==> src/hw/rtl/mptk_pkg.sv <==
// Shared types and constants for the matched peak top-k select block.
// Used by the merge walker, the kept-set unit and the top level; no dependencies.
`timescale 1ns / 1ps

package mptk_pkg;

  // Field widths of the stream payload.
  localparam int unsigned MZ_W    = 32;
  localparam int unsigned LEVEL_W = 32;
  localparam int unsigned OP_W    = 2;

  // Configuration port geometry and register map.
  localparam int unsigned PADDR_W = 3;
  localparam int unsigned PDATA_W = 32;
  localparam logic        REG_MATCH_TOL = 1'b0;
  localparam logic [31:0] MATCH_TOL_RESET = 32'd32768;

  // Operation codes carried on the input tuser.
  typedef enum logic [OP_W-1:0] {
    OP_LOAD_FRAG = 2'd0,
    OP_LOAD_PEAK = 2'd1,
    OP_RUN       = 2'd2
  } op_e;

  // A matched peak handed from the merge walker to the kept-set unit.
  typedef struct packed {
    logic               vld;
    logic [MZ_W-1:0]    mz;
    logic [LEVEL_W-1:0] lvl;
  } offer_t;

  // Commands from the top-level sequencer to the kept-set unit.
  typedef struct packed {
    logic clear;
    logic emit;
  } keep_cmd_t;

endpackage

==> src/hw/rtl/mptk_merge.sv <==
// Two-pointer merge walker over the fragment and peak stores.
// Uses mptk_pkg; reads both RAMs and hands matched peaks to the kept-set unit.
`timescale 1ns / 1ps

module mptk_merge
  import mptk_pkg::*;
#(
  parameter int unsigned MAX_FRAGMENTS = 256,
  parameter int unsigned MAX_PEAKS     = 1024,
  localparam int unsigned FCW = $clog2(MAX_FRAGMENTS + 1),
  localparam int unsigned PCW = $clog2(MAX_PEAKS + 1),
  localparam int unsigned FAW = (MAX_FRAGMENTS > 1) ? $clog2(MAX_FRAGMENTS) : 1,
  localparam int unsigned PAW = (MAX_PEAKS > 1) ? $clog2(MAX_PEAKS) : 1
) (
  input  logic                     clk_i,
  input  logic                     rst_ni,
  input  logic                     start_i,
  input  logic [31:0]              tol_i,
  input  logic [FCW-1:0]           frag_cnt_i,
  input  logic [PCW-1:0]           peak_cnt_i,
  output logic [FAW-1:0]           frag_raddr_o,
  input  logic [MZ_W-1:0]          frag_rdata_i,
  output logic [PAW-1:0]           peak_raddr_o,
  input  logic [LEVEL_W+MZ_W-1:0]  peak_rdata_i,
  input  logic                     keep_rdy_i,
  output offer_t                   offer_o,
  output logic                     done_o
);

  typedef enum logic [3:0] {
    M_IDLE  = 4'b0001,
    M_READ  = 4'b0010,
    M_CMP   = 4'b0100,
    M_OFFER = 4'b1000
  } merge_state_e;

  merge_state_e       st_q, st_d;
  logic [PCW-1:0]     p_q, p_d;
  logic [FCW-1:0]     f_q, f_d;
  logic [MZ_W-1:0]    mz_q, mz_d;
  logic [LEVEL_W-1:0] lvl_q, lvl_d;

  logic [MZ_W-1:0]    peak_mz;
  logic [LEVEL_W-1:0] peak_lvl;
  logic               ge;
  logic [MZ_W-1:0]    mag;
  logic               match;

  // Distance between the current peak and fragment, as a magnitude.
  assign peak_mz  = peak_rdata_i[MZ_W-1:0];
  assign peak_lvl = peak_rdata_i[LEVEL_W+MZ_W-1:MZ_W];
  assign ge       = (peak_mz >= frag_rdata_i);
  assign mag      = ge ? (peak_mz - frag_rdata_i) : (frag_rdata_i - peak_mz);
  assign match    = (mag < tol_i);

  // The pointers address the RAMs directly; data returns in the compare state.
  assign frag_raddr_o = f_q[FAW-1:0];
  assign peak_raddr_o = p_q[PAW-1:0];

  assign offer_o.vld = (st_q == M_OFFER);
  assign offer_o.mz  = mz_q;
  assign offer_o.lvl = lvl_q;

  // Walker sequencer.
  always_comb begin
    st_d   = st_q;
    p_d    = p_q;
    f_d    = f_q;
    mz_d   = mz_q;
    lvl_d  = lvl_q;
    done_o = 1'b0;
    unique case (st_q)
      M_IDLE: begin
        if (start_i) begin
          p_d  = '0;
          f_d  = '0;
          st_d = M_READ;
        end
      end
      M_READ: begin
        if ((p_q < peak_cnt_i) && (f_q < frag_cnt_i)) begin
          st_d = M_CMP;
        end else if (keep_rdy_i) begin
          // Finish only once the last offer has been absorbed.
          done_o = 1'b1;
          st_d   = M_IDLE;
        end
      end
      M_CMP: begin
        if (match) begin
          mz_d  = peak_mz;
          lvl_d = peak_lvl;
          p_d   = p_q + PCW'(1);
          st_d  = M_OFFER;
        end else begin
          if (ge) begin
            f_d = f_q + FCW'(1);
          end else begin
            p_d = p_q + PCW'(1);
          end
          st_d = M_READ;
        end
      end
      M_OFFER: begin
        if (keep_rdy_i) begin
          st_d = M_READ;
        end
      end
      default: begin
        st_d = M_IDLE;
      end
    endcase
  end

  always_ff @(posedge clk_i or negedge rst_ni) begin
    if (!rst_ni) begin
      st_q <= M_IDLE;
      p_q  <= '0;
      f_q  <= '0;
    end else begin
      st_q <= st_d;
      p_q  <= p_d;
      f_q  <= f_d;
    end
  end

  always_ff @(posedge clk_i) begin
    mz_q  <= mz_d;
    lvl_q <= lvl_d;
  end

endmodule

==> config.mk <==
export PLATFORM = sky130hd
export DESIGN_NAME = mptk_merge
export DESIGN_NICKNAME = d
export VERILOG_FILES = /design/src/hw/rtl/mptk_pkg.sv /design/src/hw/rtl/mptk_merge.sv
export SDC_FILE = /design/constraint.sdc
export NUM_CORES = 1
export LEC_CHECK = 0
export BUFFER_PORTS_ARGS = -buffer_cell sky130_fd_sc_hd__buf_2
export CORE_MARGIN = 1
export CORE_UTILIZATION = 45
export CTS_CLUSTER_DIAMETER = 80
export DETAILED_ROUTE_END_ITERATION = 8
export PLACE_DENSITY = 0.82
export SKIP_CTS_REPAIR_TIMING = 1
export SYNTH_ARGS = -nofsm -noshare
export SYNTH_HDL_FRONTEND = slang
export SYNTH_SLANG_ARGS = --single-unit
==> constraint.sdc <==
create_clock -name clk_i -period 4.8 [get_ports clk_i]
set_input_delay 0.48 -clock clk_i [delete_from_list [all_inputs] [get_ports clk_i]]
set_output_delay 0.48 -clock clk_i [all_outputs]
set_load 0.01 [all_outputs]
Yosys cells after proc, flatten, opt, wreduce, memory -nomap -nowiden
Cells that the tools add are included.
{"block": "op_classes", "add_sub_neg": 4, "n_lt_le_gt_ge": 4, "eq_ne": 10, "muxes": 18, "reduce_logical": 6}
{"cell": "subtractor 32 bit", "count": 2}
{"cell": "2-to-1 mux 11 bit", "count": 3}
{"cell": ">= comparator 32 bit", "count": 1}
{"cell": "< comparator 32 bit", "count": 1}
{"cell": "2-to-1 mux 32 bit", "count": 1}
{"cell": "2-to-1 mux 9 bit", "count": 3}
{"cell": "case mux 11 bit (2 select lines)", "count": 1}
{"cell": "2-to-1 mux 4 bit", "count": 5}
{"cell": "case mux 9 bit (2 select lines)", "count": 1}
{"cell": "case mux 4 bit (4 select lines)", "count": 1}
{"cell": "adder 11 x 1 -> 11 bit, second input constant", "count": 1}
{"cell": "< comparator 11 bit", "count": 1}
{"cell": "adder 9 x 1 -> 9 bit, second input constant", "count": 1}
{"cell": "< comparator 9 bit", "count": 1}
{"cell": "!= test 2 bit, second input constant", "count": 4}
{"cell": "!= test 3 bit, second input constant", "count": 2}
{"cell": "AND reduction 3 bit", "count": 2}
{"cell": "equality test 4 x 1 -> 1 bit, second input constant", "count": 1}
{"cell": "equality test 4 x 2 -> 1 bit, second input constant", "count": 1}
{"cell": "equality test 4 x 3 -> 1 bit, second input constant", "count": 1}
{"cell": "equality test 4 bit, second input constant", "count": 1}
{"cell": "AND reduction 4 bit", "count": 1}
{"cell": "2-to-1 mux 1 bit", "count": 3}
{"cell": "AND reduction 2 bit", "count": 1}
{"cell": "other kinds (2)", "count": 2}
{"block": "word_totals", "register_bits": 88, "in_bits": 152, "word_cells": 47}

Logic depth before layout (Yosys ltp)
{"block": "depth", "ltp_word": 5, "ltp_mapped": 25, "depth_no_buf": 23}

Worst setup path before layout
OpenSTA, ideal clock, no wires.
{"block": "synth_timing", "path_kind": "input-to-reg", "from": "in peak_rdata_i[0]", "to": "reg f_q[0]", "setup_time_ps": 98, "arrival_time_ps": 7184, "t_required_ps": 4702, "path_slack_ps": -2482, "path_stages": 23, "n_path_buf": 1, "cell_sequence": "inv_1 -> ha_1 -> inv_1 -> fa_1 -> a211oi_2 -> o21ai_2 -> nand3_1 -> a211oi_2 -> o31ai_4 -> nand2_2 -> buf_6 -> and3_1 -> a21oi_1 -> xor2_1 -> ha_1 -> and4_1 -> a2111oi_0 -> o21ai_1 -> a211o_1 -> a211oi_4 -> and2_0 -> nor2_1 -> o21ai_0"}
{"block": "synth_via", "elab_chain_len": 5}
{"item": "start: declaration", "line_no": "mptk_merge.sv:24", "text": "input logic [LEVEL_W+MZ_W-1:0] peak_rdata_i,"}
{"item": "subtractor 32 bit or >= comparator 32 bit (tied branches)", "line_no": "mptk_merge.sv:53, mptk_merge.sv:52"}
{"item": "2-to-1 mux 32 bit", "line_no": "mptk_merge.sv:53", "text": "assign mag = ge ? (peak_mz - frag_rdata_i) : (frag_rdata_i - peak_mz);"}
{"item": "< comparator 32 bit", "line_no": "mptk_merge.sv:54", "text": "assign match = (mag < tol_i);"}
{"item": "!= test 2 bit (no source line)"}
{"item": "AND reduction 4 bit (no source line) (*)"}
{"item": "end signal: assignment", "line_no": "mptk_merge.sv:119", "text": "f_q <= '0;"}
{"item": "end signal: assignment", "line_no": "mptk_merge.sv:123", "text": "f_q <= f_d;"}
{"item": "end: declaration", "line_no": "mptk_merge.sv:39", "text": "logic [FCW-1:0] f_q, f_d;"}
Mark *: on every way between the ends. The rest lies on a longest branch, timed or not.
A chain may end at the register's enable or synchronous reset.

Worst setup path in the final report
{"block": "layout_timing", "from": "in peak_rdata_i[0]", "to": "reg p_q[6]"}
{"block": "layout_via", "elab_chain_len": 5}
{"item": "subtractor 32 bit or >= comparator 32 bit (tied branches)", "line_no": "mptk_merge.sv:53, mptk_merge.sv:52"}
{"item": "2-to-1 mux 32 bit", "line_no": "mptk_merge.sv:53"}
{"item": "< comparator 32 bit", "line_no": "mptk_merge.sv:54"}
{"item": "!= test 3 bit (no source line) or 2-to-1 mux 11 bit (tied branches)"}
{"item": "AND reduction 3 bit (no source line) or case mux 11 bit (2 select lines) (tied branches)"}
{"item": "end signal: assignment", "line_no": "mptk_merge.sv:122", "text": "p_q <= p_d;"}
{"item": "end: declaration", "line_no": "mptk_merge.sv:38", "text": "logic [PCW-1:0] p_q, p_d;"}
Parallel ways exist; a longest one is shown, timed or not.

==> results.md <==
* R2r endpoint: st_q[1]
* Worst slew margin at 64.0%
* YS warnings at 0
* # IOs at 236
* RSZ-0062 raised after global routing: yes
* XOR/XNOR Fraction of Synth Area at 3.24%
* Setup slack, reg-to-reg at 2.38 ns
* Placed Cells at 1488
* Worst setup EP type: register
* Seq/Total Area, Yosys at 31.1%
* # rows at 48
* Slew @ Worst Pin at 0.541 ns
* Leading cell type by number of instances after synthesis: inv_1
* DIE HEIGHT at 136 um
* Max Fclk at 0.213 GHz
* Max-cap viol count at 0
* Req. time, crit path at 5.10 ns
* Die area at 18500 um2
* Fillcell total at 1434
* Final worst slack at 0.111 ns
* FF-to-FF Start: f_q[5]
* Worst slack at placement at -0.379 ns
* Vias in the first global route at 7922
* Synth Area in Simple Gates at 11.8%
* Crit-path max FO at 6
* Worst-case reg-to-reg path depth at 9
* Flops & latches, synth at 88
* Routed vias/inst at 5.45
* Gr usage total at 25.1%
* Outcome: finished, final reports clean
* Htree depth at 3
* Setup Crit Path Kind: input port to register
* Main combinational cell family by area after synthesis: compound AO/OA/AOI/OAI gates
* Clock sink total at 88
* Avg WL per Cell at 15.8 um
* Pin count of the biggest net entering global routing at 40
* Final wirelength at 23.9 mm
* Routability cong. at 0.966
* Antenna Nets Post-Route at 0
* Top post-synthesis cells by area: edfxtp_1, ha_1, dfrtp_1
* Number of DRC markers in iteration 0 at 468
* Post-synth top cells: inv_1, ha_1, a21oi_1, o21ai_0, edfxtp_1
* Starting Density at 46.5%
* Peak supply drop at 0.178 mV
* Post-Syn Area at 8100 um2
* Post-synth EDFFs at 64
* Ys flop type: edfxtp_1
* First-pass GRT wire length at 36.5 mm
* Initial antenna violation count at 1
* HPWL after DPL at 19.4 mm
* Residual DRC count at 0
* Crit path DAT at 4.99 ns
* Clk buf depth at 2
* Adder-cell share of the synthesized area at 18.1%
* Placeable Area at 17400 um2
* Synth cell types at 71
* Layout Nets at 1548
* Final number of setup-violating endpoints at 0
* Leak pwr at 0.00567 uW
* Share of cells above drive strength 1 at 35.4%
* Num CTS Buffers at 9
* Hold Path Class: input port to asynchronous set/reset pin
* Post-Synthesis Net Count at 1195
* Mux contribution to synthesized area at 2.16%
* Total power per unit cell area at 252 nW/um2
* Sequential cell area at 2520 um2
* Fin. Hold Viols at 0
* Post-route insts no fill at 1511
* Avg Inst Size Synth at 8.74 um2
* Area of the multi-input gates at 4980 um2
* Clk slew on worst S/H paths at 0.08 ns
* Gate Count Post-Synth at 927
* Grt ovf at 0
* PortBufs at 235
* Layout overhead on the synthesized area at 36.1%
* Final Core Density at 63.3%
* Final Skew at 0.00894 ns
* Synth area leader: edfxtp_1
* CP Launch Type: input port
* Die Span X at 136 um
* Compound-Gate Fraction of Synth Area at 24.1%
* Worst-skew pair later-pin latency at 0.36 ns
* Drt pass-1 iters at 5
* Max-slew violations at 0
* Hold WS at 0.102 ns
* CTS tree: built
* Clk root buf: clkbuf_16
* Final Cycle Share at 97.7%
* Vias at 8233
* Synth async-reset ratio at 27.3%
* Min Tclk post-route at 4.69 ns
* Share of the synthesized area in the top cell type at 23.7%
==> logic make-up (layout without fill, tap and decap cells) <==
| group | after synthesis | in the layout |
|---|---|---|
| AO/OA/AOI/OAI | 306 | 306 |
| XOR/XNOR | 30 | 30 |
| adder cells (fa/ha/maj) | 116 | 116 |
| buffers and inverters | 177 | 535 |
| flip-flops | 88 | 88 |
| multiplexers | 17 | 17 |
| other | 0 | 1 |
| AND/OR/NAND/NOR | 193 | 193 |
==> layout by cell type (no fill, tap or decap), types with 17 or more instances in the layout <==
master,count
a21oi_1,106
buf_2,234
nand2_1,49
inv_1,125
buf_4,149
nand3_1,18
nor2_1,44
ha_1,113
dfrtp_1,23
edfxtp_1,64
xnor2_1,17
nand4_1,18
o21ai_0,62
a21o_1,36
==> layout make-up <==
class / count / area share, %
Multi-Input combinational cell: 662 / 45.2
Sequential cell: 88 / 22.9
Timing Repair Buffer: 392 / 22.2
Inverter: 127 / 4.46
Tap cell: 225 / 2.55
Clock buffer: 9 / 2.04
Clock inverter: 7 / 0.669
Antenna cell: 1 / 0.0227
==> routing by layer <==
metal,GRT usage [%],vias to the layer above,wire (um)
met5,0,-,0
met4,12.4,0,895
met3,3.43,71,1470
met2,43.9,355,11600
met1,30.0,3785,9990
li1,-,4022,-
==> critical path: stages <==
cell and delay (ns):
buf_12 0.11, inv_12 0.04, ha_4 0.12, inv_4 0.03, fa_2 0.38, a211oi_2 0.25, o21ai_2 0.10, nand3_2 0.10
a211oi_4 0.08, o31ai_4 0.25, nand2_4 0.14, and3_1 0.22, a21oi_2 0.14, xor2_1 0.21, ha_1 0.31, and4_1 0.23
a2111oi_2 0.19, o21ai_1 0.13, a211o_1 0.35, a211oi_4 0.32, a21oi_4 0.09, or2_2 0.35, o31ai_2 0.20, a22o_1 0.15
==> flip-flops by register name, summed over array words and instances, names as in the netlist <==
register  flops
st_q          4
lvl_q        32
f_q           9
mz_q         32
p_q          11
==> worst max path at each step <==
stage / startpoint / end / slack, ns / cells past startpoint
6_report: peak_rdata_i[0] / p_q[6] / 0.11 / 24
3_5_place_dp: peak_rdata_i[0] / p_q[0] / -0.38 / 25
2_1_floorplan: peak_rdata_i[0] / lvl_q[0] / -0.15 / 20
4_1_cts: peak_rdata_i[0] / p_q[0] / -0.02 / 25
3_3_place_gp: peak_rdata_i[0] / p_q[8] / -0.29 / 24
5_1_grt: frag_rdata_i[19] / p_q[8] / -0.14 / 21
==> where the power goes <==
| group | internal (uW) | leakage [uW] | total [uW] | switching [uW] |
|---|---|---|---|---|
| Sequential | 857 | 0.000906 | 888 | 30.6 |
| Clock | 369 | 0.000147 | 719 | 351 |
| Combinational | 554 | 0.00462 | 1170 | 613 |
| Total | 1780 | 0.00567 | 2770 | 995 |
==> stage by stage <==
stage / area (um2) / TNS [ns] / power [uW]
finish: 11000 / 0 / 2770
global route: 11000 / -4.55 / 2940
CTS: 10800 / -0.0323 / 2720
detailed placement: 10500 / -23.12 / 2000
global placement: 10500 / -18.63 / 1970
floorplan: 8180 / -10.69 / 1550
Power figures use the tool's default switching activity.
