===== src/hw/rtl/mptk_pkg.sv =====
// Shared types and constants for the matched peak top-k select block.
// Used by the merge walker, the kept-set unit and the top level; no dependencies.
`timescale 1ns / 1ps

package mptk_pkg;

  // Field widths of the stream payload.
  localparam int unsigned MZ_W    = 32;
  localparam int unsigned LEVEL_W = 32;
  localparam int unsigned OP_W    = 2;

  // Configuration port geometry and register map.
  localparam int unsigned PADDR_W = 3;
  localparam int unsigned PDATA_W = 32;
  localparam logic        REG_MATCH_TOL = 1'b0;
  localparam logic [31:0] MATCH_TOL_RESET = 32'd32768;

  // Operation codes carried on the input tuser.
  typedef enum logic [OP_W-1:0] {
    OP_LOAD_FRAG = 2'd0,
    OP_LOAD_PEAK = 2'd1,
    OP_RUN       = 2'd2
  } op_e;

  // A matched peak handed from the merge walker to the kept-set unit.
  typedef struct packed {
    logic               vld;
    logic [MZ_W-1:0]    mz;
    logic [LEVEL_W-1:0] lvl;
  } offer_t;

  // Commands from the top-level sequencer to the kept-set unit.
  typedef struct packed {
    logic clear;
    logic emit;
  } keep_cmd_t;

endpackage


===== src/hw/rtl/mptk_ram.sv =====
// Simple dual-port synchronous RAM with one write port and one registered read port.
// Depends on nothing; used for the fragment, peak and kept-set stores.
`timescale 1ns / 1ps

module mptk_ram #(
  parameter int unsigned DEPTH = 256,
  parameter int unsigned WIDTH = 32,
  localparam int unsigned AW = (DEPTH > 1) ? $clog2(DEPTH) : 1
) (
  input  logic             clk_i,
  input  logic             we_i,
  input  logic [AW-1:0]    waddr_i,
  input  logic [WIDTH-1:0] wdata_i,
  input  logic [AW-1:0]    raddr_i,
  output logic [WIDTH-1:0] rdata_o
);

  logic [WIDTH-1:0] mem_q [DEPTH];
  logic [WIDTH-1:0] rdata_q;

  // Write port.
  always_ff @(posedge clk_i) begin
    if (we_i) begin
      mem_q[waddr_i] <= wdata_i;
    end
  end

  // Registered read port.
  always_ff @(posedge clk_i) begin
    rdata_q <= mem_q[raddr_i];
  end

  assign rdata_o = rdata_q;

endmodule


===== src/hw/rtl/mptk_keep.sv =====
// Kept-set unit: keep-largest-intensity set held in a RAM, minimum search and
// ascending-intensity emission with an output register. Uses mptk_pkg and mptk_ram.
`timescale 1ns / 1ps

module mptk_keep
  import mptk_pkg::*;
#(
  parameter int unsigned KEEP_COUNT = 10,
  localparam int unsigned KCW = $clog2(KEEP_COUNT + 1),
  localparam int unsigned KAW = (KEEP_COUNT > 1) ? $clog2(KEEP_COUNT) : 1
) (
  input  logic            clk_i,
  input  logic            rst_ni,
  input  keep_cmd_t       cmd_i,
  input  offer_t          offer_i,
  input  logic            ovf_i,
  output logic            rdy_o,
  output logic            emit_done_o,
  output logic            res_vld_o,
  input  logic            res_rdy_i,
  output logic [MZ_W-1:0] res_mz_o,
  output logic            res_empty_o,
  output logic            res_ovf_o,
  output logic            res_last_o
);

  localparam int unsigned EW = LEVEL_W + MZ_W;

  typedef enum logic [2:0] {
    K_IDLE = 3'b001,
    K_SCAN = 3'b010,
    K_PUSH = 3'b100
  } keep_state_e;

  keep_state_e        st_q, st_d;
  logic [KCW-1:0]     kcnt_q, kcnt_d;
  logic [KCW-1:0]     ecnt_q, ecnt_d;
  logic [KCW-1:0]     scan_idx_q, scan_idx_d;
  logic [KAW-1:0]     data_idx_q, data_idx_d;
  logic               data_vld_q, data_vld_d;
  logic [KEEP_COUNT-1:0] used_q, used_d;
  logic               mode_emit_q, mode_emit_d;
  logic               empty_q, empty_d;
  logic               best_vld_q, best_vld_d;
  logic [LEVEL_W-1:0] best_lvl_q, best_lvl_d;
  logic [MZ_W-1:0]    best_mz_q, best_mz_d;
  logic [KAW-1:0]     best_idx_q, best_idx_d;
  logic [EW-1:0]      cand_q, cand_d;

  logic               out_vld_q, out_vld_d;
  logic [MZ_W-1:0]    out_mz_q, out_mz_d;
  logic               out_empty_q, out_empty_d;
  logic               out_ovf_q, out_ovf_d;
  logic               out_last_q, out_last_d;

  logic               we;
  logic [KAW-1:0]     waddr;
  logic [EW-1:0]      wdata;
  logic [EW-1:0]      rdata;
  logic [LEVEL_W-1:0] rd_lvl;
  logic               take;
  logic               scan_end;
  logic               out_free;

  mptk_ram #(
    .DEPTH (KEEP_COUNT),
    .WIDTH (EW)
  ) u_set_ram (
    .clk_i   (clk_i),
    .we_i    (we),
    .waddr_i (waddr),
    .wdata_i (wdata),
    .raddr_i (scan_idx_q[KAW-1:0]),
    .rdata_o (rdata)
  );

  // Running minimum over the entry returned by the RAM this cycle.
  // Strict compare keeps the lowest slot among equal intensities.
  assign rd_lvl   = rdata[EW-1:MZ_W];
  assign take     = data_vld_q && !used_q[data_idx_q] &&
                    (!best_vld_q || (rd_lvl < best_lvl_q));
  assign scan_end = data_vld_q && (KCW'(data_idx_q) == (kcnt_q - KCW'(1)));
  assign out_free = !out_vld_q || res_rdy_i;

  assign rdy_o = (st_q == K_IDLE);

  // Set sequencer: offers, minimum search and emission.
  always_comb begin
    st_d        = st_q;
    kcnt_d      = kcnt_q;
    ecnt_d      = ecnt_q;
    scan_idx_d  = scan_idx_q;
    data_idx_d  = data_idx_q;
    data_vld_d  = 1'b0;
    used_d      = used_q;
    mode_emit_d = mode_emit_q;
    empty_d     = empty_q;
    best_vld_d  = best_vld_q;
    best_lvl_d  = best_lvl_q;
    best_mz_d   = best_mz_q;
    best_idx_d  = best_idx_q;
    cand_d      = cand_q;
    we          = 1'b0;
    waddr       = kcnt_q[KAW-1:0];
    wdata       = {offer_i.lvl, offer_i.mz};
    emit_done_o = 1'b0;
    out_vld_d   = out_vld_q && !res_rdy_i;
    out_mz_d    = out_mz_q;
    out_empty_d = out_empty_q;
    out_ovf_d   = out_ovf_q;
    out_last_d  = out_last_q;

    unique case (st_q)
      K_IDLE: begin
        if (cmd_i.clear) begin
          kcnt_d = '0;
          used_d = '0;
        end else if (cmd_i.emit) begin
          used_d = '0;
          ecnt_d = '0;
          if (kcnt_q == '0) begin
            empty_d = 1'b1;
            st_d    = K_PUSH;
          end else begin
            empty_d     = 1'b0;
            mode_emit_d = 1'b1;
            scan_idx_d  = '0;
            best_vld_d  = 1'b0;
            st_d        = K_SCAN;
          end
        end else if (offer_i.vld) begin
          if (kcnt_q < KCW'(KEEP_COUNT)) begin
            we     = 1'b1;
            kcnt_d = kcnt_q + KCW'(1);
          end else begin
            cand_d      = {offer_i.lvl, offer_i.mz};
            mode_emit_d = 1'b0;
            scan_idx_d  = '0;
            best_vld_d  = 1'b0;
            st_d        = K_SCAN;
          end
        end
      end
      K_SCAN: begin
        // Issue one read a cycle; compare the entry returned from the last one.
        if (scan_idx_q < kcnt_q) begin
          scan_idx_d = scan_idx_q + KCW'(1);
          data_idx_d = scan_idx_q[KAW-1:0];
          data_vld_d = 1'b1;
        end
        if (take) begin
          best_vld_d = 1'b1;
          best_lvl_d = rd_lvl;
          best_mz_d  = rdata[MZ_W-1:0];
          best_idx_d = data_idx_q;
        end
        if (scan_end) begin
          data_vld_d = 1'b0;
          if (mode_emit_q) begin
            st_d = K_PUSH;
          end else begin
            // Replace the weakest entry only when the candidate is stronger.
            if (cand_q[EW-1:MZ_W] > best_lvl_d) begin
              we    = 1'b1;
              waddr = best_idx_d;
              wdata = cand_q;
            end
            st_d = K_IDLE;
          end
        end
      end
      K_PUSH: begin
        if (out_free) begin
          out_vld_d   = 1'b1;
          out_ovf_d   = ovf_i;
          out_empty_d = empty_q;
          if (empty_q) begin
            out_mz_d    = '0;
            out_last_d  = 1'b1;
            emit_done_o = 1'b1;
            st_d        = K_IDLE;
          end else begin
            out_mz_d           = best_mz_q;
            out_last_d         = (ecnt_q == (kcnt_q - KCW'(1)));
            used_d[best_idx_q] = 1'b1;
            ecnt_d             = ecnt_q + KCW'(1);
            if (ecnt_q == (kcnt_q - KCW'(1))) begin
              emit_done_o = 1'b1;
              st_d        = K_IDLE;
            end else begin
              scan_idx_d = '0;
              best_vld_d = 1'b0;
              st_d       = K_SCAN;
            end
          end
        end
      end
      default: begin
        st_d = K_IDLE;
      end
    endcase
  end

  always_ff @(posedge clk_i or negedge rst_ni) begin
    if (!rst_ni) begin
      st_q        <= K_IDLE;
      kcnt_q      <= '0;
      ecnt_q      <= '0;
      scan_idx_q  <= '0;
      data_idx_q  <= '0;
      data_vld_q  <= 1'b0;
      used_q      <= '0;
      mode_emit_q <= 1'b0;
      empty_q     <= 1'b0;
      best_vld_q  <= 1'b0;
      out_vld_q   <= 1'b0;
    end else begin
      st_q        <= st_d;
      kcnt_q      <= kcnt_d;
      ecnt_q      <= ecnt_d;
      scan_idx_q  <= scan_idx_d;
      data_idx_q  <= data_idx_d;
      data_vld_q  <= data_vld_d;
      used_q      <= used_d;
      mode_emit_q <= mode_emit_d;
      empty_q     <= empty_d;
      best_vld_q  <= best_vld_d;
      out_vld_q   <= out_vld_d;
    end
  end

  // Payload registers.
  always_ff @(posedge clk_i) begin
    best_lvl_q  <= best_lvl_d;
    best_mz_q   <= best_mz_d;
    best_idx_q  <= best_idx_d;
    cand_q      <= cand_d;
    out_mz_q    <= out_mz_d;
    out_empty_q <= out_empty_d;
    out_ovf_q   <= out_ovf_d;
    out_last_q  <= out_last_d;
  end

  assign res_vld_o   = out_vld_q;
  assign res_mz_o    = out_mz_q;
  assign res_empty_o = out_empty_q;
  assign res_ovf_o   = out_ovf_q;
  assign res_last_o  = out_last_q;

  // The set never holds more entries than it has slots.
  assert property (@(posedge clk_i) disable iff (!rst_ni)
    kcnt_q <= KCW'(KEEP_COUNT))
    else $error("kept count exceeds set capacity");

  // The count of entries marked emitted never exceeds the kept count.
  assert property (@(posedge clk_i) disable iff (!rst_ni)
    $countones(used_q) <= int'(kcnt_q))
    else $error("more entries marked emitted than kept");

  // Returned read data always belongs to a filled slot.
  assert property (@(posedge clk_i) disable iff (!rst_ni)
    data_vld_q |-> (KCW'(data_idx_q) < kcnt_q))
    else $error("scan read beyond filled slots");

  // An offer to a full set starts a minimum search.
  assert property (@(posedge clk_i) disable iff (!rst_ni)
    ((st_q == K_IDLE) && !cmd_i.clear && !cmd_i.emit && offer_i.vld &&
     (kcnt_q == KCW'(KEEP_COUNT))) |=> (st_q == K_SCAN))
    else $error("full-set offer did not start a search");

endmodule


===== config.mk =====
export PLATFORM = sky130hd
export DESIGN_NAME = mptk_keep
export DESIGN_NICKNAME = d
export VERILOG_FILES = /design/src/hw/rtl/mptk_pkg.sv /design/src/hw/rtl/mptk_ram.sv /design/src/hw/rtl/mptk_keep.sv
export SDC_FILE = /design/constraint.sdc
export NUM_CORES = 1
export LEC_CHECK = 0
export BUFFER_PORTS_ARGS = -buffer_cell sky130_fd_sc_hd__buf_2
export CAP_MARGIN = 10
export CORE_ASPECT_RATIO = 0.75
export CORE_MARGIN = 2
export CORE_UTILIZATION = 67
export DETAILED_ROUTE_END_ITERATION = 8
export GPL_TIMING_DRIVEN = 0
export PLACE_DENSITY = 0.87
export SLEW_MARGIN = 20
export SYNTH_ARGS = -nofsm -noshare
export SYNTH_HDL_FRONTEND = slang
export SYNTH_HIERARCHICAL = 1
export SYNTH_SLANG_ARGS = --single-unit
export TNS_END_PERCENT = 50

===== constraint.sdc =====
create_clock -name clk_i -period 18.7 [get_ports clk_i]
set_clock_uncertainty 0.05 [all_clocks]
set_input_delay 1.87 -clock clk_i [delete_from_list [all_inputs] [get_ports clk_i]]
set_output_delay 1.87 -clock clk_i [all_outputs]
set_load 0.05 [all_outputs]

* Yosys cells after proc, flatten, opt, wreduce, memory -nomap -nowiden *
Memory sizes are Yosys's and may differ from the RTL's. A register that Yosys moved wholly into a read port is not among the register bits.
Index checks and enable logic that the tools add are counted.

word-level totals
  flip-flop bits (word level) = 201
  bits in writable memories = 640
  logic and storage cells = 166
  memories kept = 1

memory list
  memory           words  width  rd ports  clocked after memory_dff  wr ports  line            RTL
  u_set_ram.mem_q  10     64     1         1                         1         mptk_ram.sv:18  logic [WIDTH-1:0] mem_q [DEPTH];

operators by class
  $add $sub $neg = 4
  magnitude comparators = 7
  equality and inequality tests = 20
  multiplexer cells = 82
  bitwise operators = 4
  reductions and logical operators = 29

operators by type and width
  operator                                                               number
  64-bit two-way mux                                                     4
  4-bit two-way mux                                                      22
  32-bit two-way mux                                                     2
  10-bit two-way mux                                                     4
  32-bit greater-than comparator                                         1
  32-bit < comparator                                                    1
  1-bit two-way mux                                                      32
  3-bit two-way mux                                                      8
  2-bit != test (second input constant)                                  10
  10-bit one-hot mux with 2 select lines                                 1
  5-bit AND reduction                                                    4
  9-bit AND reduction                                                    2
  4-bit by 1-bit adder with 4-bit output (second input constant)         3
  3-bit != test (second input constant)                                  4
  4-bit one-hot mux with 3 select lines                                  1
  4-bit by 5-bit < comparator with 1-bit output (second input constant)  2
  10-bit bitwise OR                                                      1
  3-bit one-hot mux with 3 select lines                                  1
  4-bit equality test                                                    2
  4-bit one-hot mux with 2 select lines                                  1
  4-bit AND reduction                                                    2
  2-bit nonzero test                                                     4
  2-bit AND reduction                                                    3
  1-bit logical AND                                                      5
  19 further kinds                                                       26

* Logic depth before layout (Yosys ltp) *
Gate-level depths: netlist of run 1.

  depth in word-level cells = 14
  depth in mapped cells = 22

* Cells and area by module *
Netlist of run 1, hierarchy kept.

by module, submodules not included
  module     times used  cells each  area each (µm²)  sequential area each (µm²)
  mptk_ram   1           1376        26564.2          20499.7
  mptk_keep  1           738         9984.6           5866.9

* Least setup slack after synthesis of run 1 *
OpenSTA, ideal clock, no wires.

  kind = register to register
  from = register best_lvl_q[30]
  to = memory u_set_ram/mem_q[0][0] (netlist bit), enable pin
  arrival time = 9.126 ns
  required time = 18.085 ns
  setup slack = 8.960 ns
  stages on the path, launching flop included = 23
  buffers on the path = 4
  period minus slack after synthesis = 9.740 ns
  cell sequence = edfxtp_1 -> inv_1 -> ha_1 -> nand4_1 -> nor4_1 -> a221o_1 -> o31a_1 -> a311oi_2 -> buf_6 -> buf_6 -> mux2i_1 -> ha_1 -> nand3_1 -> or4_1 -> or2_1 -> nor3_1 -> nor4_1 -> o21ai_2 -> buf_6 -> buf_6 -> mux2_1 -> or3b_2 -> nor3_1

between the ends
  elaborated cells between the ends (all ways) = 17
  classes of those cells = order compare: 2; mux: 13; reduce/logical: 2

RTL lines
  element                         line              RTL
  start, declared                 mptk_keep.sv:45   logic [LEVEL_W-1:0] best_lvl_q, best_lvl_d;
  start signal, assigned          mptk_keep.sv:234  best_lvl_q <= best_lvl_d;
  32-bit < comparator             mptk_keep.sv:81   (!best_vld_q || (rd_lvl < best_lvl_q));
  1-bit logical OR                mptk_keep.sv:81
  1-bit logical AND               mptk_keep.sv:80   assign take = data_vld_q && !used_q[data_idx_q] &&
  32-bit two-way mux              mptk_keep.sv:151  if (take) begin
  32-bit two-way mux              mptk_keep.sv:113  unique case (st_q)
  32-bit greater-than comparator  mptk_keep.sv:163  if (cand_q[EW-1:MZ_W] > best_lvl_d) begin
  4-bit two-way mux *             mptk_keep.sv:163
  4-bit two-way mux *             mptk_keep.sv:159  if (mode_emit_q) begin
  4-bit two-way mux *             mptk_keep.sv:157  if (scan_end) begin
  4-bit two-way mux *             mptk_keep.sv:113
  via waddr[2]                    mptk_keep.sv:57   logic [KAW-1:0] waddr;
  end, declared                   mptk_ram.sv:18

The timed path passes the listed nets; every way through them passes the cells marked *. The select of a mux whose other input is x is not followed.

* Worst setup path after layout of run 1 *
  from = register best_lvl_q[11]
  to = memory u_set_ram/mem_q[0][24] (netlist bit), enable pin

Same word-level chain as after synthesis.

==> results of run 1 <==
==> cells in the final DEF (no fill, tap or decap), types with 7 or more instances in the layout <==
| cell type | synthesis | layout |
|---|---|---|
| nand2b_1 | 7 | 7 |
| mux2_2 | 261 | 261 |
| buf_2 | 11 | 119 |
| buf_1 | 7 | 7 |
| o21ai_0 | 12 | 12 |
| nand4_1 | 11 | 11 |
| clkbuf_8 | 0 | 17 |
| dfxtp_1 | 64 | 64 |
| nor3_1 | 10 | 7 |
| edfxtp_1 | 807 | 807 |
| o22ai_1 | 65 | 65 |
| buf_12 | 6 | 20 |
| clkinv_2 | 0 | 7 |
| clkbuf_1 | 39 | 71 |
| nand2_1 | 89 | 89 |
| o31ai_2 | 64 | 64 |
| nor2_1 | 36 | 28 |
| buf_4 | 19 | 50 |
| buf_16 | 0 | 11 |
| inv_1 | 78 | 76 |
| nor2_4 | 0 | 7 |
| nand3_1 | 13 | 13 |
| clkbuf_16 | 0 | 86 |
| mux2_1 | 11 | 11 |
| nor2b_1 | 39 | 39 |
| mux2i_1 | 161 | 161 |
| a22o_1 | 66 | 66 |
| ha_1 | 70 | 70 |
| dfrtp_1 | 33 | 33 |
| a21oi_1 | 42 | 42 |
| buf_6 | 14 | 20 |
| a21o_1 | 10 | 10 |
==> layout make-up <==
cell class | instances | area [sq um] | share of cell area [%]
multi-input combinational | 1034 | 9300 | 22.3
buffer | 97 | 663 | 1.59
sequential | 905 | 26400 | 63.2
clock buffer | 135 | 2510 | 6.01
clock inverter | 21 | 220 | 0.528
inverter | 78 | 293 | 0.702
tap | 722 | 903 | 2.17
timing repair buffer | 171 | 1440 | 3.45
==> final timing paths <==
path / from / depth (start not counted) / slack [ns] / to
setup / recovery: best_lvl_q[11] / 25 / 9.63 / u_set_ram/mem_q[0][24]
hold / removal: u_set_ram/rdata_o[29] / 0 / 0.35 / best_mz_q[29]
setup reg to reg: best_lvl_q[11] / 25 / 9.63 / u_set_ram/mem_q[0][24]
hold reg to reg: u_set_ram/rdata_o[29] / 0 / 0.35 / best_mz_q[29]
max in group asynchronous: rst_ni / 1 / 16.81 / used_q[5]
min in group asynchronous: rst_ni / 1 / 1.29 / kcnt_q[2]
==> critical path, delay by kind of cell (launching register included) <==
kind | cells | cell delay (ns)
flip-flops | 1 | 0.35
AND/OR/NAND/NOR | 8 | 3.78
buffers and inverters | 8 | 1.82
AO/OA/AOI/OAI | 5 | 1.46
adder cells (fa/ha/maj) | 2 | 0.52
multiplexers | 2 | 0.70
==> cell families after synthesis <==
| group | after synthesis | synth area share (%) |
|---|---|---|
| compound gates | 291 | 6.56 |
| buf+inv | 175 | 2.62 |
| flops | 905 | 72.1 |
| fa+ha+maj | 70 | 2.40 |
| simple gates | 226 | 3.01 |
| mux | 435 | 12.9 |
| xor+xnor | 12 | 0.363 |
==> metal layers <==
metal	vias up	share of wire [%]
li1	8733	-
met5	-	0
met3	255	11
met4	0	3.9
met1	10400	38
met2	1428	47
==> registers in the layout (all words and copies together), names as in the netlist <==
signal	flops
best_idx_q	4
best_lvl_q	32
best_mz_q	32
best_vld_q	1
cand_q	64
data_idx_q	4
data_vld_q	1
ecnt_q	4
empty_q	1
kcnt_q	4
mode_emit_q	1
res_empty_o	1
res_last_o	1
res_mz_o	32
res_ovf_o	1
res_vld_o	1
scan_idx_q	4
st_q	3
u_set_ram/mem_q	640
u_set_ram/rdata_o	64
used_q	10
==> stage by stage <==
| step | setup slack (ns) | util [%] | instances |
|---|---|---|---|
| final | 9.63 | 77.0 | 3163 |
| after global routing | 9.58 | 77.0 | 3163 |
| after CTS | 9.97 | 77.0 | 3163 |
| after detailed placement | 9.99 | 71.9 | 3007 |
| after global placement | 2.52 | 70.1 | 2944 |
| after floorplan | 8.96 | - | 2114 |
==> power by group <==
group | internal, mW | switching [mW] | leakage [nW]
combinational | 0.0110 | 0.0275 | 4.56
clock | 0.963 | 0.729 | 1.33
sequential | 2.19 | 0.000141 | 8.38
==> metrics.md, run 1 <==
| Metric | Value |
|---|---|
| Nets | 2,511 |
| Ys async rst share | 3.76% |
| CP max FO | 10 |
| MaxCap Viol Count | 0 |
| Yosys Warn Count | 6 |
| Max Buffers Root-to-Sink | 3 |
| Mapped Cells | 2,114 |
| Critical path type | register to register |
| FMAX | 0.110 GHz |
| Hold_buf cts | 0 |
| Slew @ Worst Pin | between 1 and 1.5 ns |
| GRT met1 Usage | 43.5% |
| GPL Wtd Cong | 0.894 |
| Rows | 74 |
| CTS clk-pin slew, worst paths | ~0.07 ns |
| Wirelength per Cell | around 28 um |
| Post_cts resized | 0 |
| FF+latch count, synth | approximately 910 |
| Post-CTS setup buffer count | 0 |
| First-pass DRT Iterations | 6 |
| Antenna diodes | 0 |
| Setup TNS | 0 ns |
| Leak pwr | 14.3 nW |
| Count of input and output buffers | roughly 110 |
| Tcrit/Tclk final | 48.5% |
| CP Data Arrival Time | ~9.4 ns |
| Layout area overhead | 14.1% |
| Most frequent cell after synthesis | edfxtp_1 |
| Io pins | 109 |
| Synthesized area | 36,500 sq um |
| EDFF count, synth | 807 |
| Grt peak-use layer | met2 |
| PD cells | 94.1 nW/um^2 |
| Area leader, netlist | edfxtp_1 |
| Root buf cell | clkbuf_16 |
| Placed Area | 39,000 sq um |
| Crit end category | register |
| Slew HR | 31.6% |
| CP dominant cell by count | buf_6 |
| Layout cells sized above 1 | 28.3% |
| Post-route ant nets | 0 |
| Data required, critical path | between 15 and 20 ns |
| TritonCTS Buffers | 83 |
| Final period demand of the worst path | 9.07 ns |
| Yosys cell types | 66 |
| Total Routing Usage GR | around a third |
| Status | completed |
| Initial drt markers | between 2,000 and 3,000 |
| Initial Util | 67.5% |
| Sequential share of the synthesized area | 72.1% |
| Ranking of synthesized cells by area | edfxtp_1, mux2_2, mux2i_1, dfxtp_1, ha_1 |
| Die Span Y | 206 um |
| Max-slew violation count | 0 |
| Global routing usage on met3 | 6.27% |
| Core area | between 50,000 and 60,000 sq um |
| Worst-Skew Late Latency | 0.64 ns |
| Htree depth | 3 |
| Worst min path class | register to register |
| Via/cell ratio | 6.59 |
| Remaining global-route overflow | 0 |
| First-pass GRT wire length | 130,000 um |
| Number of global-route vias before repair | 21,200 |
| Die X | 274 um |
| Total Wirelength | 87,900 um |
| Synth Flop Type | edfxtp_1 |
| DP Wirelength | 55,300 um |
| Synthesized Nets | 2,255 |
| Post-synth top area share | 66.3% |
| CP max stage delay | just over 0.8 ns |
| Clk sink count | 905 |
| Remaining DRCs | 0 |
| Final hold violations | 0 |
| Syn_area_per_cell | 17.3 sq um |
| VDD IR max | around 0.08 mV |
| CTS tree | built |
| Final instance area | about 42,000 sq um |
| Setup-failing EPs final | 0 |
| Worst path slowest cell | nor3_1 |
| DR vias | about 21,000 |
| Grt met2 use | 49.8% |
| Hold_ws | 0.352 ns |
| Antenna violations before repair | 0 |
| FILL cells | 2,781 |
| Pwr Total | 3.92 mW |
| Post-synth top cells | edfxtp_1, mux2_2, mux2i_1 |
| Pin count of the biggest net entering global routing | 35 |
| CP Launch Type | register |
| Unrepaired setup endpoints after global routing | false |
| Die area | around 56,000 sq um |
Note: power is estimated with default switching activity, not from simulation.
==> run 2: changes to the inputs <==
CORE_UTILIZATION = 56   (was 67)
PLACE_DENSITY = 0.78   (was 0.87)
clock period = 8.3 ns   (was 18.7 ns; I/O delays follow)
==> run 2 against run 1 <==
  * Die area is 19% higher
  * Final area is 0.80% higher
  * Fmax is 11% higher
  * Sequential power is 130% higher
  * Largest cell class unchanged
==> metrics.md, run 2 (synthesized netlist as in run 1, its figures left out) <==
| Metric | Value |
|---|---|
| Rows | 81 |
| Logic gate share of total power | 1.0% |
| Worst path slowest cell | or4_1 |
| CTS clk-pin slew, worst paths | around 0.060 ns |
| First-pass DRT Iterations | 5 |
| Most frequent cells in the layout | edfxtp_1, mux2_2, mux2i_1 |
| Leak pwr | 14.3 nW |
| Initial Util | 56.3% |
| NetSw | 1.74 mW |
| Number of global-route vias before repair | 20,000 |
| Clk sink count | 905 |
| Post-CTS setup buffer count | 0 |
| Core Util, Final | 64.8% |
| Pin count of the biggest net entering global routing | 35 |
| Sequential power share | 54.9% |
| Worst min path class | input pin to asynchronous set/reset pin |
| GPL Wtd Cong | 0.856 |
| Root buf cell | clkbuf_16 |
| Antenna diodes | 0 |
| Worst-path cell chain | inv_1 > ha_1 > a21oi_1 > o21ai_0 > a221oi_1 > nand3_1 > a311oi_2 > buf_6 > buf_6 > mux2i_1 > ha_1 > nand3_1 > or4_1 > or2_1 > nor3_4 > nor4_1 > o21ai_2 > buf_6 > buf_6 > mux2_1 > or3b_2 > nor2_4 > buf_12 > buf_12 |
| Clock Power Share | 44.2% |
| Wirelength per Cell | 25.2 um |
| Remaining DRCs | 0 |
| Max FFs per register | 640 |
| Layout cells sized above 1 | 28.3% |
| First-pass GRT wire length | 123,000 um |
| CP max FO | 20 |
| Core area | 64,900 sq um |
| DP Wirelength | around 54,000 um |
| CP dominant cell by count | buf_6 |
| Via/cell ratio | 5.99 |
| VDD IR max | 0.185 mV |
| Remaining global-route overflow | 0 |
| Die X | 299 um |
| Max-slew violation count | 0 |
| Status | completed |
| Antenna violations before repair | 0 |
| CTS tree | built |
| Nets | 2,502 |
| Post-route ant nets | 0 |
| Sw Ratio | between 10% and 20% |
| Final period demand of the worst path | 8.14 ns |
| MaxCap Viol Count | 0 |
| Max Buffers Root-to-Sink | 3 |
| TritonCTS Buffers | 83 |
| Unrepaired setup endpoints after global routing | false |
| Critical path type | register to register |
| Initial drt markers | between 2,000 and 2,500 |
| Io pins | 109 |
| Total Routing Usage GR | 24.6% |
| Crit end category | register |
| PD cells | 214 nW/um^2 |
| Count of input and output buffers | 108 |
| Data required, critical path | 8.59 ns |
| P_int | 7.28 mW |
| FMAX | 0.123 GHz |
| Worst-Skew Late Latency | 0.65 ns |
| Tcrit/Tclk final | between 90% and 100% |
| Die Span Y | 225 um |
| Setup-failing EPs final | 0 |
| Slew @ Worst Pin | 1.13 ns |
| DR vias | just under 20,000 |
| CP max stage delay | 0.63 ns |
| CP Data Arrival Time | roughly 8.4 ns |
| Die area | 67,300 sq um |
| Total Wirelength | 83,300 um |
| Hold_ws | 0.225 ns |
| Layout area overhead | 15.0% |
| CP Launch Type | register |
| Final instance area | approximately 42,000 sq um |
| Slew HR | 25.0% |
| Final hold violations | 0 |
| Largest register by flop count | u_set_ram/mem_q |
| Placed Area | 39,100 sq um |
| Most common cell after layout, fill and taps aside | edfxtp_1 |
| Htree depth | 3 |
-- run 2: cell count changes in the layout (fill, tap and decap cells not counted), sizes merged --
cell | before | now
clkinv | 12 | 18
buf | 229 | 220
clkinvlp | 2 | 5
bufinv | 3 | 10
inv | 82 | 81
clkbuf | 174 | 158
-- run 2: routing by layer --
layer  part of all wire [%]  routed length (um)  vias to the layer above  global-route usage, %
li1                       -                   -                     8723                      -
met1                     43               35500                    10100                   35.4
met2                     47               38700                      863                   38.5
met3                    8.9                7420                      131                   5.71
met4                    2.0                1660                        0                   5.89
met5                      0                   0                        -                      0
-- run 2: layout make-up --
type,count,area (sq um)
flip-flops and latches,905,26400
fillers,4344,22800
multi-input cells,1034,9330
clock buffers,119,2350
repair buffers,162,1410
well taps,871,1090
plain buffers,97,663
clock inverters,36,517
inverters,78,293
-- run 2: repair_timing --
action,4_1_cts,5_1_grt
pin swaps,0,2
hold buffers,0,0
setup endpoints to repair,58,153
cloned,0,0
endpoints found under the hold margin,0,0
gates resized for setup,1,2
-- run 2: path summary, 6_finish.rpt --
| kind | start | end | slack, ns | depth (start not counted) |
|---|---|---|---|---|
| hold / removal | rst_ni | kcnt_q[0] | 0.23 | 1 |
| setup reg to reg | best_lvl_q[11] | u_set_ram/mem_q[2][23] | 0.16 | 24 |
| max in group asynchronous | rst_ni | best_vld_q | 7.49 | 1 |
| min in group clk_i | ovf_i | res_ovf_o | 0.32 | 1 |
| setup / recovery | best_lvl_q[11] | u_set_ram/mem_q[2][23] | 0.16 | 24 |
| hold reg to reg | u_set_ram/rdata_o[24] | best_mz_q[24] | 0.35 | 0 |
-- run 2: worst max-delay path: cells and delay by family (launching register included) --
| kind | cells | cell delay, ns |
|---|---|---|
| and+or+nand+nor | 8 | 3.29 |
| buffers and inverters | 7 | 1.51 |
| muxes | 2 | 0.66 |
| adders and majority gates | 2 | 0.51 |
| DFF | 1 | 0.35 |
| AOI/OAI and AO/OA | 5 | 1.41 |
-- run 2: power groups by stage --
stage | combinational [mW] | sequential [mW] | clock [mW]
detailed placement | 0.0841 | 5.04 | 0
global route | 0.0934 | 4.94 | 4.19
global placement | 0.0757 | 5.04 | 0
CTS | 0.0844 | 4.94 | 4.03
floorplan | 0.0375 | 5.04 | 0
finish | 0.0856 | 4.94 | 3.98
-- run 2: through the flow --
stage	instances	setup TNS [ns]	setup slack [ns]	total power, mW
5_1_grt	3302	0	0.00552	9.22
2_1_floorplan	2114	-70.54	-1.10	5.08
3_3_place_gp	3093	-3167.69	-7.62	5.12
6_report	3302	0	0.159	9.01
4_1_cts	3302	0	0.196	9.06
3_5_place_dp	3147	-3.75	-0.0956	5.13
==> run 3: changes to the inputs <==
CORE_UTILIZATION = 40   (was 56)
PLACE_DENSITY = 0.59   (was 0.78)
SKIP_CTS_REPAIR_TIMING = 1   (was not set)
clock period = 7.1 ns   (was 8.3 ns; I/O delays follow)
==> run 3 against run 2 <==
  * Worst setup slack lost 0.036 ns
  * Sequential power grew 17%
  * Final cell count grew 12%
  * Global-route usage shrank 6.3 points
  * Clock-buffer cell count grew 3
  * First-iteration DRC count shrank 14%
  * Largest power group unchanged
  * Utilization shrank 17 points
  * Die area grew 39%
  * Wire length grew 4.4%
  * Hold slack lost 0.12 ns
  * Clock power grew 27%
==> metrics.md, run 3 (synthesized netlist as in run 1, its figures left out) <==
| Metric | Value |
|---|---|
| First-pass GRT wire length | 128,000 um |
| Total Routing Usage GR | 18.4% |
| Final hold violations | 0 |
| MaxCap Viol Count | 0 |
| CP max stage delay | 0.62 ns |
| Die area | 93,800 sq um |
| Hold_ws | 0.110 ns |
| Setup-failing EPs final | 0 |
| Pin count of the biggest net entering global routing | 35 |
| CTS clk-pin slew, worst paths | 0.06 ns |
| Antenna violations before repair | 1 |
| Tcrit/Tclk final | 98.3% |
| Worst-Skew Late Latency | between 0.6 and 0.7 ns |
| CP dominant cell by count | buf_6 |
| CP Launch Type | register |
| Data required, critical path | 7.40 ns |
| Post-route ant nets | 0 |
| Placed Area | ~40,000 sq um |
| Critical path type | register to register |
| Initial drt markers | 1,798 |
| GPL Wtd Cong | 0.829 |
| FMAX | approximately 0.14 GHz |
| Slew HR | a little over a quarter |
| Count of input and output buffers | 108 |
| Reg-to-Reg End | u_set_ram/mem_q[0][29] |
| WP depth | 25 |
| Reg2Reg Depth | 25 |
| CP Data Arrival Time | 7.28 ns |
| WP buf/inv | 8 |
| Slew @ Worst Pin | approximately 1.1 ns |
| DP Wirelength | 58,100 um |
| Remaining DRCs | 0 |
| VDD IR max | ~0.17 mV |
| Die X | ~350 um |
| Layout area overhead | 18.5% |
| Layout cells sized above 1 | 30.5% |
| Nets | around 2,600 |
| Max Buffers Root-to-Sink | 3 |
| Worst r2r src | best_lvl_q[11] |
| Final period demand of the worst path | around 7.0 ns |
| CP max FO | 13 |
| Remaining global-route overflow | 0 |
| Most frequent cells in the layout | edfxtp_1, mux2_2, mux2i_1 |
| Worst min path class | input pin to asynchronous set/reset pin |
| Sequential Area | roughly 26,000 sq um |
| Final instance area | 43,300 sq um |
| Htree depth | 3 |
| Antenna diodes | 0 |
| Flop2flop setup slack | around 0.12 ns |
| CP delay by family, top | simple AND/OR/NAND/NOR gates |
| Leak pwr | 14.7 nW |
| First-pass DRT Iterations | 5 |
| DR vias | around 20,000 |
| TritonCTS Buffers | 88 |
| Setup TNS | 0 ns |
| Rows | 95 |
| Die Span Y | between 200 and 300 um |
| Total Wirelength | 87,000 um |
| Root buf cell | clkbuf_16 |
| Status | completed |
| Max-slew violation count | 0 |
| Multi-input gate area | 9390 sq um |
| Core area | 90,100 sq um |
| Via/cell ratio | 5.28 |
| Largest register by flop count | u_set_ram/mem_q |
| Clk sink count | 905 |
| FILL cells | 7,592 |
| Initial Util | 40.6% |
| Max FFs per register | 640 |
| Wirelength per Cell | 23.5 um |
| Worst path slowest cell | or4_4 |
| Number of global-route vias before repair | ~20,000 |
| Crit end category | register |
| PD cells | 253 nW/um^2 |
| Io pins | approximately 110 |
| CTS tree | built |
| Most common cell after layout, fill and taps aside | edfxtp_1 |
-- run 3: report_power, final --
group | switching, mW | internal [mW]
sequential | 0.000382 | 5.78
clock | 2.02 | 3.05
combinational | 0.0708 | 0.0290
total | 2.09 | 8.86
-- run 3: area by class of cell --
class | instances | share of cell area, %
multi-input combinational | 1034 | 21.7
clock buffer | 122 | 5.73
inverter | 78 | 0.676
sequential | 905 | 60.9
timing repair buffer | 206 | 4.35
clock inverter | 44 | 1.57
tap | 1212 | 3.50
buffer | 97 | 1.58
-- run 3: metal layers --
layer  share of wire [%]  track usage [%]  routed length (um)
met2                  46             29.1               39800
met4                 2.1             4.28                1790
met5                   0                0                   0
met3                 5.4             3.03                4740
met1                  47             26.5               40700
-- run 3: how the worst max path moves through the flow --
stage	startpoint	endpoint
floorplan	best_lvl_q[30]	u_set_ram/mem_q[1][0]
global placement	u_set_ram/rdata_o[41]	u_set_ram/mem_q[1][23]
detailed placement	best_lvl_q[11]	u_set_ram/mem_q[3][23]
CTS	best_lvl_q[11]	u_set_ram/mem_q[3][42]
global route	best_lvl_q[9]	u_set_ram/mem_q[0][37]
finish	best_lvl_q[11]	u_set_ram/mem_q[0][29]
-- run 3: per-stage QoR --
stage	util [%]	cells	power [mW]	worst slack (ns)
floorplan	-	2114	5.94	-0.922
global placement	42.9	3434	5.99	-6.72
detailed placement	44.0	3488	5.99	-1.82
CTS	47.5	3654	11.0	-1.85
global route	48.1	3698	11.3	-0.0163
finish	48.1	3698	10.9	0.123
-- run 3: worst reg2reg max path, stage by stage (launching register included) --
cell and delay, ns:
edfxtp_1 0.35, inv_1 0.05, ha_1 0.31, a21oi_1 0.14, o21ai_0 0.17, a221oi_2 0.36, nand3_2 0.25, a311oi_2 0.32
buf_6 0.21, buf_8 0.19, mux2i_2 0.26, ha_1 0.17, nand3_1 0.19, or4_4 0.62, or2_4 0.32, nor3_4 0.37
nor4_2 0.16, o21ai_4 0.18, buf_12 0.20, buf_6 0.20, mux2_1 0.38, or3b_4 0.46, nor3_4 0.22, buf_12 0.16
buf_6 0.19, buf_8 0.19
